--- config.mk ---
export PLATFORM = sky130hd
export DESIGN_NAME = luhn_card_brand_check
export DESIGN_NICKNAME = d
export VERILOG_FILES = /design/src/rtl/lcbc_pkg.sv /design/src/rtl/lcbc_dd_stage.sv /design/src/rtl/luhn_card_brand_check.sv
export SDC_FILE = /design/constraint.sdc
export NUM_CORES = 2
export LEC_CHECK = 0
export BUFFER_PORTS_ARGS = -buffer_cell sky130_fd_sc_hd__clkbuf_2
export CORE_UTILIZATION = 59
export DETAILED_ROUTE_END_ITERATION = 8
export PLACE_DENSITY = 0.89
export REMOVE_ABC_BUFFERS = 1
export SYNTH_ARGS = -nofsm -noshare
export SYNTH_HDL_FRONTEND = slang
export SYNTH_SLANG_ARGS = --single-unit
--- constraint.sdc ---
create_clock -name i_clk -period 6 [get_ports i_clk]
set_input_delay 1.2 -clock i_clk [delete_from_list [all_inputs] [get_ports i_clk]]
set_output_delay 1.2 -clock i_clk [all_outputs]
set_load 0.02 [all_outputs]
--- src/rtl/lcbc_pkg.sv ---
// Shared constants, types and helpers for the Luhn card brand checker.
package lcbc_pkg;

    // Input and decimal geometry
    localparam int unsigned NUM_BITS       = 54;
    localparam int unsigned NUM_DIGITS     = 17;
    localparam int unsigned BCD_W          = 4 * NUM_DIGITS;
    localparam int unsigned CNT_W          = 5;

    // Binary to BCD pipeline: BITS_PER_STAGE shift/adjust steps per stage
    localparam int unsigned BITS_PER_STAGE = 3;
    localparam int unsigned NUM_STAGES     = NUM_BITS / BITS_PER_STAGE;
    localparam int unsigned TAIL_STAGES    = 3;
    localparam int unsigned LATENCY        = NUM_STAGES + TAIL_STAGES;

    // Digit sum tree
    localparam int unsigned GRP_SIZE       = 4;
    localparam int unsigned NUM_GROUPS     = (NUM_DIGITS + GRP_SIZE - 1) / GRP_SIZE;
    localparam int unsigned GRP_W          = 6;
    localparam int unsigned SUM_W          = 8;

    // Longest number that may carry a brand
    localparam int unsigned MAX_DIGITS     = 16;

    // Branded lengths and prefix digits
    localparam logic [CNT_W-1:0] LEN_VISA_SHORT = 5'd13;
    localparam logic [CNT_W-1:0] LEN_AMEX       = 5'd15;
    localparam logic [CNT_W-1:0] LEN_LONG       = 5'd16;
    localparam logic [3:0]       PFX_AMEX_HI    = 4'd3;
    localparam logic [3:0]       PFX_AMEX_LO_A  = 4'd4;
    localparam logic [3:0]       PFX_AMEX_LO_B  = 4'd7;
    localparam logic [3:0]       PFX_MC_HI      = 4'd5;
    localparam logic [3:0]       PFX_VISA_HI    = 4'd4;

    typedef logic [BCD_W-1:0]    t_bcd;
    typedef logic [NUM_BITS-1:0] t_bin;

    typedef enum logic [1:0] {
        BRAND_INVALID    = 2'd0,
        BRAND_AMEX       = 2'd1,
        BRAND_MASTERCARD = 2'd2,
        BRAND_VISA       = 2'd3
    } t_brand;

    // Luhn weight of one digit: doubled ones fold their two digits
    function automatic logic [3:0] luhn_map(input logic [3:0] d, input logic dbl);
        logic [4:0] twice;
        twice = {d, 1'b0};
        if (!dbl) begin
            return d;
        end else if (twice > 5'd9) begin
            return 4'(twice - 5'd9);
        end else begin
            return twice[3:0];
        end
    endfunction

endpackage

--- src/rtl/lcbc_dd_stage.sv ---
// One registered stage of the shift-and-add-3 binary to BCD converter.
module lcbc_dd_stage (
    input  logic               i_clk,
    input  logic               i_rst_n,
    input  logic               i_valid,
    input  lcbc_pkg::t_bcd     i_bcd,
    input  lcbc_pkg::t_bin     i_bin,
    output logic               o_valid,
    output lcbc_pkg::t_bcd     o_bcd,
    output lcbc_pkg::t_bin     o_bin
);

    logic           r_valid;
    lcbc_pkg::t_bcd r_bcd;
    lcbc_pkg::t_bin r_bin;
    lcbc_pkg::t_bcd n_bcd;
    lcbc_pkg::t_bin n_bin;

    // Adjust every digit of 5 or more by 3, then shift the next bit in
    always_comb begin
        n_bcd = i_bcd;
        n_bin = i_bin;
        for (int s = 0; s < lcbc_pkg::BITS_PER_STAGE; s++) begin
            for (int k = 0; k < lcbc_pkg::NUM_DIGITS; k++) begin
                if (n_bcd[4*k +: 4] >= 4'd5) begin
                    n_bcd[4*k +: 4] = n_bcd[4*k +: 4] + 4'd3;
                end
            end
            n_bcd = {n_bcd[lcbc_pkg::BCD_W-2:0], n_bin[lcbc_pkg::NUM_BITS-1]};
            n_bin = {n_bin[lcbc_pkg::NUM_BITS-2:0], 1'b0};
        end
    end

    // Valid bit
    always_ff @(posedge i_clk) begin
        if (!i_rst_n) begin
            r_valid <= 1'b0;
        end else begin
            r_valid <= i_valid;
        end
    end

    // Payload
    always_ff @(posedge i_clk) begin
        r_bcd <= n_bcd;
        r_bin <= n_bin;
    end

    assign o_valid = r_valid;
    assign o_bcd   = r_bcd;
    assign o_bin   = r_bin;

endmodule

--- src/rtl/luhn_card_brand_check.sv ---
// Top level: Luhn mod 10 check, digit count and card brand of a binary card number.
//
//  channel  | direction | handshake                | beat contents
//  ---------+-----------+--------------------------+-------------------------------------
//  command  | in        | start high, busy low     | i_card_number
//  result   | out       | o_result_valid, 1 cycle  | o_brand, o_luhn_ok, o_digit_count
//
//  The input passes through 18 stages of binary to BCD conversion (three bits per
//  stage over the 54-bit input), then digit sum and count, total sum, and the
//  check/brand stage. A new beat may enter every cycle.
//  Synchronous active-low reset clears all valid bits; busy is high only in reset.
//  The receiver cannot stall, so the pipeline never holds.
module luhn_card_brand_check (
    input  logic                         i_clk,
    input  logic                         i_rst_n,
    input  logic                         start,
    output logic                         busy,
    input  logic [53:0]                  i_card_number,
    output logic                         o_result_valid,
    output logic [1:0]                   o_brand,
    output logic                         o_luhn_ok,
    output logic [4:0]                   o_digit_count
);

    localparam int unsigned NS = lcbc_pkg::NUM_STAGES;
    localparam int unsigned NG = lcbc_pkg::NUM_GROUPS;

    logic                 r_busy;
    logic                 accept;

    logic                 stg_valid [0:NS];
    lcbc_pkg::t_bcd       stg_bcd   [0:NS];
    lcbc_pkg::t_bin       stg_bin   [0:NS];

    // Tail stage 1: group sums, count, leading digits
    logic                            r_s1_valid;
    logic [lcbc_pkg::GRP_W-1:0]      r_s1_grp [0:NG-1];
    logic [lcbc_pkg::GRP_W-1:0]      n_s1_grp [0:NG-1];
    logic [lcbc_pkg::CNT_W-1:0]      r_s1_cnt, n_s1_cnt;
    logic [3:0]                      r_s1_hi, n_s1_hi;
    logic [3:0]                      r_s1_lo, n_s1_lo;

    // Tail stage 2: total sum
    logic                            r_s2_valid;
    logic [lcbc_pkg::SUM_W-1:0]      r_s2_sum, n_s2_sum;
    logic [lcbc_pkg::CNT_W-1:0]      r_s2_cnt;
    logic [3:0]                      r_s2_hi, r_s2_lo;

    // Tail stage 3: remainder check and brand
    logic                            r_out_valid;
    logic [1:0]                      r_brand;
    logic                            r_ok;
    logic [lcbc_pkg::CNT_W-1:0]      r_cnt;
    logic [15:0]                     prod;
    logic [4:0]                      quot;
    logic [lcbc_pkg::SUM_W-1:0]      quot_x10;
    logic [lcbc_pkg::SUM_W-1:0]      rem;
    logic                            n_ok;
    lcbc_pkg::t_brand                n_brand;

    // Command handshake
    always_ff @(posedge i_clk) begin
        if (!i_rst_n) begin
            r_busy <= 1'b1;
        end else begin
            r_busy <= 1'b0;
        end
    end

    assign busy   = r_busy;
    assign accept = start && !r_busy;

    // Binary to BCD pipeline
    assign stg_valid[0] = accept;
    assign stg_bcd[0]   = '0;
    assign stg_bin[0]   = i_card_number;

    for (genvar g = 0; g < NS; g++) begin : g_dd
        lcbc_dd_stage u_stage (
            .i_clk   (i_clk),
            .i_rst_n (i_rst_n),
            .i_valid (stg_valid[g]),
            .i_bcd   (stg_bcd[g]),
            .i_bin   (stg_bin[g]),
            .o_valid (stg_valid[g+1]),
            .o_bcd   (stg_bcd[g+1]),
            .o_bin   (stg_bin[g+1])
        );
    end

    // Luhn weights summed in groups; count from the highest non-zero digit
    always_comb begin
        for (int g = 0; g < NG; g++) begin
            n_s1_grp[g] = '0;
        end
        n_s1_cnt = '0;
        for (int k = 0; k < lcbc_pkg::NUM_DIGITS; k++) begin
            n_s1_grp[k/lcbc_pkg::GRP_SIZE] = n_s1_grp[k/lcbc_pkg::GRP_SIZE]
                + {2'b00, lcbc_pkg::luhn_map(stg_bcd[NS][4*k +: 4], (k % 2) == 1)};
            if (stg_bcd[NS][4*k +: 4] != 4'd0) begin
                n_s1_cnt = 5'(k + 1);
            end
        end
        // Leading two digits, only needed for branded lengths
        case (n_s1_cnt)
            lcbc_pkg::LEN_VISA_SHORT: begin
                n_s1_hi = stg_bcd[NS][4*12 +: 4];
                n_s1_lo = stg_bcd[NS][4*11 +: 4];
            end
            lcbc_pkg::LEN_AMEX: begin
                n_s1_hi = stg_bcd[NS][4*14 +: 4];
                n_s1_lo = stg_bcd[NS][4*13 +: 4];
            end
            lcbc_pkg::LEN_LONG: begin
                n_s1_hi = stg_bcd[NS][4*15 +: 4];
                n_s1_lo = stg_bcd[NS][4*14 +: 4];
            end
            default: begin
                n_s1_hi = 4'd0;
                n_s1_lo = 4'd0;
            end
        endcase
    end

    // Total of the group sums
    always_comb begin
        n_s2_sum = '0;
        for (int g = 0; g < NG; g++) begin
            n_s2_sum = n_s2_sum + {2'b00, r_s1_grp[g]};
        end
    end

    // Sum mod 10 through a reciprocal multiply (exact over the whole 8-bit sum range)
    always_comb begin
        prod     = {8'd0, r_s2_sum} * 16'd205;
        quot     = prod[15:11];
        quot_x10 = {3'd0, quot} * 8'd10;
        rem      = r_s2_sum - quot_x10;
        n_ok     = (rem == '0);
    end

    // Brand decode
    always_comb begin
        n_brand = lcbc_pkg::BRAND_INVALID;
        if (n_ok && r_s2_cnt != '0 && r_s2_cnt <= 5'(lcbc_pkg::MAX_DIGITS)) begin
            case (r_s2_cnt)
                lcbc_pkg::LEN_AMEX: begin
                    if (r_s2_hi == lcbc_pkg::PFX_AMEX_HI &&
                        (r_s2_lo == lcbc_pkg::PFX_AMEX_LO_A ||
                         r_s2_lo == lcbc_pkg::PFX_AMEX_LO_B)) begin
                        n_brand = lcbc_pkg::BRAND_AMEX;
                    end
                end
                lcbc_pkg::LEN_LONG: begin
                    if (r_s2_hi == lcbc_pkg::PFX_MC_HI && r_s2_lo inside {[4'd1:4'd5]}) begin
                        n_brand = lcbc_pkg::BRAND_MASTERCARD;
                    end else if (r_s2_hi == lcbc_pkg::PFX_VISA_HI) begin
                        n_brand = lcbc_pkg::BRAND_VISA;
                    end
                end
                lcbc_pkg::LEN_VISA_SHORT: begin
                    if (r_s2_hi == lcbc_pkg::PFX_VISA_HI) begin
                        n_brand = lcbc_pkg::BRAND_VISA;
                    end
                end
                default: begin
                    n_brand = lcbc_pkg::BRAND_INVALID;
                end
            endcase
        end
    end

    // Tail valid bits
    always_ff @(posedge i_clk) begin
        if (!i_rst_n) begin
            r_s1_valid  <= 1'b0;
            r_s2_valid  <= 1'b0;
            r_out_valid <= 1'b0;
        end else begin
            r_s1_valid  <= stg_valid[NS];
            r_s2_valid  <= r_s1_valid;
            r_out_valid <= r_s2_valid;
        end
    end

    // Tail payload
    always_ff @(posedge i_clk) begin
        for (int g = 0; g < NG; g++) begin
            r_s1_grp[g] <= n_s1_grp[g];
        end
        r_s1_cnt <= n_s1_cnt;
        r_s1_hi  <= n_s1_hi;
        r_s1_lo  <= n_s1_lo;
        r_s2_sum <= n_s2_sum;
        r_s2_cnt <= r_s1_cnt;
        r_s2_hi  <= r_s1_hi;
        r_s2_lo  <= r_s1_lo;
        r_brand  <= n_brand;
        r_ok     <= n_ok;
        r_cnt    <= r_s2_cnt;
    end

    assign o_result_valid = r_out_valid;
    assign o_brand        = r_brand;
    assign o_luhn_ok      = r_ok;
    assign o_digit_count  = r_cnt;

`ifndef SYNTH
    // Every accepted beat comes out after the fixed latency
    a_latency: assert property (@(posedge i_clk) disable iff (!i_rst_n)
        accept |-> ##(lcbc_pkg::LATENCY) o_result_valid)
        else $error("result beat missing after pipeline latency");

    // A failed checksum never carries a brand
    a_no_brand_on_fail: assert property (@(posedge i_clk) disable iff (!i_rst_n)
        (o_result_valid && !o_luhn_ok) |-> (o_brand == lcbc_pkg::BRAND_INVALID))
        else $error("brand given with failed checksum");

    // Amex only on 15 digits
    a_amex_len: assert property (@(posedge i_clk) disable iff (!i_rst_n)
        (o_result_valid && o_brand == lcbc_pkg::BRAND_AMEX)
            |-> (o_digit_count == lcbc_pkg::LEN_AMEX))
        else $error("amex brand with wrong length");

    // Visa only on 13 or 16 digits
    a_visa_len: assert property (@(posedge i_clk) disable iff (!i_rst_n)
        (o_result_valid && o_brand == lcbc_pkg::BRAND_VISA)
            |-> (o_digit_count == lcbc_pkg::LEN_VISA_SHORT ||
                 o_digit_count == lcbc_pkg::LEN_LONG))
        else $error("visa brand with wrong length");

    // A 54-bit value never has more than 17 digits
    a_count_range: assert property (@(posedge i_clk) disable iff (!i_rst_n)
        o_result_valid |-> (o_digit_count <= 5'(lcbc_pkg::NUM_DIGITS)))
        else $error("digit count out of range");
`endif

endmodule
==> results.json <==
{
  "clkSlewWorstSetupHoldPaths_ps": 60,
  "synth_ff_type": "dfxtp_1",
  "hold_viol_final": 0,
  "drive_gt1_share_pct": 7.88,
  "fin_crit_sh_pct": 100,
  "initial_core_util_pct": 59.7,
  "cts.sinks": 1214,
  "htree_levels": 4,
  "routedWlPerCell_um": 13.7,
  "rsz0062_at_grt": "true",
  "ys_seq_elements": 1214,
  "n_antenna_cell": 0,
  "yosys_warnings": 0,
  "num_rows": 135,
  "final_area_um2": 88800,
  "die_x_um": 373,
  "nNetsFinal": 10400,
  "pin_count": 67,
  "grt_max_degree": 22,
  "fill_cells": 10100,
  "cap_violations": 0,
  "status": "finished with violations",
  "gr-total-overflow": 0,
  "dieArea_um2": 139000,
  "crit_required_ps": 6640,
  "cts_tree": "built",
  "dieHeight_um": 373,
  "cp_max_fo": 6,
  "slew_viol_final": 0,
  "final_cell_mix": "dfxtp_1 (1,211), inv_1 (1,055), ha_1 (1,021)",
  "synth_top_area_share_pct": 29.9,
  "tightest_slew_ps": 940,
  "end_kind": "flop",
  "ys_seq_area_share_pct": 29.9,
  "fin_skew_ps": 41.1,
  "min_path_type": "reg -> reg",
  "place_congestion": 0.855,
  "postRouteAntennaNets": 0,
  "multi_input_area_um2": 52900,
  "arrival_ps": 6640,
  "ys_top_cells_by_area": "dfxtp_1 (30%), ha_1 (16%), mux2i_1 (6.0%)",
  "layout_setup_ws_ps": -2.37,
  "detailed_place.area_um2": 83800,
  "cts-root-buf": "clkbuf_16",
  "setup_violations": 2,
  "syn_inst": 9034,
  "hold_buffers": 0,
  "synthDistinctLibCells": 94,
  "wirelength_um": 152000,
  "firstDrtPassIters": 6,
  "area_growth_pct": 9.26,
  "synth_edf_count": 0,
  "relSlewSlack_pct": 36.7,
  "grt_pass1_vias": 64100,
  "synth.avg_cell_area_um2": 8.99,
  "cts_buffers": 132,
  "dp_hpwl_um": 113000,
  "async_flop_share_pct": 0,
  "route.vias.total": 63100,
  "drt-vias-per-instance": 5.68,
  "cts_buffer_depth": 3,
  "synth_area_leader_cell": "dfxtp_1",
  "syn_area_um2": 81200,
  "fin_setup_tns_ps": -3.15,
  "max_freq_mhz": 167,
  "seq_area_um2": 24300,
  "dp_slack_ps": -465,
  "numPortBuffers": 66,
  "clock_latency_ps": 800,
  "violations": "negative setup slack",
  "drc": 0,
  "initialDrtViolationCount": 2859,
  "period_needed_ps": 6000,
  "grt_use_total_pct": 21.5,
  "core-area_um2": 136000,
  "antenna_found_initial": 0,
  "worstSetupPathType": "reg -> reg",
  "cp-start-kind": "flop",
  "final_common_cell": "dfxtp_1",
  "grt_pass1_wl_um": 267000
}
## cell type report
class / count / area share, %
clock buffer: 174 / 4.14
clock inverter: 68 / 1.17
inverter: 1062 / 4.49
multi-input combinational: 6699 / 59.6
sequential: 1214 / 27.4
tap: 1781 / 2.51
timing repair buffer: 107 / 0.719
## flip-flops by register name (all words and copies together) (netlist names)
signal                count
o_luhn_ok                 1
busy                      1
o_result_valid            1
r_s2_cnt                  5
r_s1_lo                   4
g_dd.u_stage.o_valid     18
r_s1_hi                   4
o_digit_count             5
r_s1_cnt                  5
r_s1_valid                1
r_s2_sum                  8
o_brand                   2
r_s2_valid                1
g_dd.u_stage.o_bin      459
r_s2_lo                   4
r_s2_hi                   4
r_s1_grp                 28
g_dd.u_stage.o_bcd      663
## stage by stage
stage | utilization (%) | hold WS, ps | std cells
floorplan | - | 310 | 8975
global placement | 61.6 | 310 | 10900
detailed placement | 61.6 | 312 | 10900
CTS | 65.2 | 319 | 11100
global route | 65.3 | 326 | 11100
finish | 65.3 | 313 | 11100
## worst max-delay path: stages (launching register included)
cell and delay, ps:
dfxtp_4 360, ha_4 250, xor2_2 140, ha_1 280, fa_1 520, inv_2 50
fa_1 530, inv_2 50, ha_4 200, a2111o_1 420, or3_4 420, a31oi_4 200
o21bai_1 100, xor2_1 260, ha_1 320, fa_2 420, xnor2_2 200, ha_4 240
buf_4 130, buf_4 120, a21oi_2 190, xnor2_2 160, and4_4 280, nor4b_4 50
## Yosys cell counts (all sizes together) (146+ instances only)
library cell  instances
a21o                149
ha                 1030
nor3                172
mux2i               485
nand2               548
o21ai               537
nand2b              355
nor2b               327
dfxtp              1214
inv                1062
nor2                374
xnor2               267
mux2                202
a211oi              146
a21oi               326
## layer usage
metal | track usage (%) | routed length (um)
met5 | 0 | 0
met4 | 7.65 | 4200
met3 | 3.08 | 3870
met2 | 44.5 | 83900
met1 | 21.1 | 59900
## logic make-up (layout without fill, tap and decap cells)
group,count (synthesis),after routing,synth area share (%)
mux,687,687,8.78
buf+inv,1121,1411,5.24
xor+xnor,395,395,4.26
compound gates,2134,2134,18.4
flops,1214,1214,29.9
simple gates,2395,2395,16.1
fa+ha+maj,1088,1088,17.3
## path summary, 6_finish.rpt
| kind | startpoint | cells past startpoint | slack [ps] | to |
|---|---|---|---|---|
| hold / removal | g_dd[0].u_stage.o_bin[35]$_DFF_P_ | 0 | 310 | g_dd[1].u_stage.o_bin[38]$_DFF_P_ |
| setup reg to reg | r_s2_sum[1]$_DFF_P_ | 23 | -2 | o_brand[1]$_SDFF_PN0_ |
| setup / recovery | r_s2_sum[1]$_DFF_P_ | 23 | -2 | o_brand[1]$_SDFF_PN0_ |
| hold reg to reg | g_dd[0].u_stage.o_bin[35]$_DFF_P_ | 0 | 310 | g_dd[1].u_stage.o_bin[38]$_DFF_P_ |
## timing repair
| item | CTS | global route |
|---|---|---|
| buffers inserted | 3 | 2 |
| gates resized for setup | 26 | 15 |
| pin swaps | 22 | 22 |
| setup endpoints to repair | 3 | 3 |
Power is left out: the tool's default activity adds up to more than one toggle a clock period on the data nets, which glitch-free logic cannot reach.
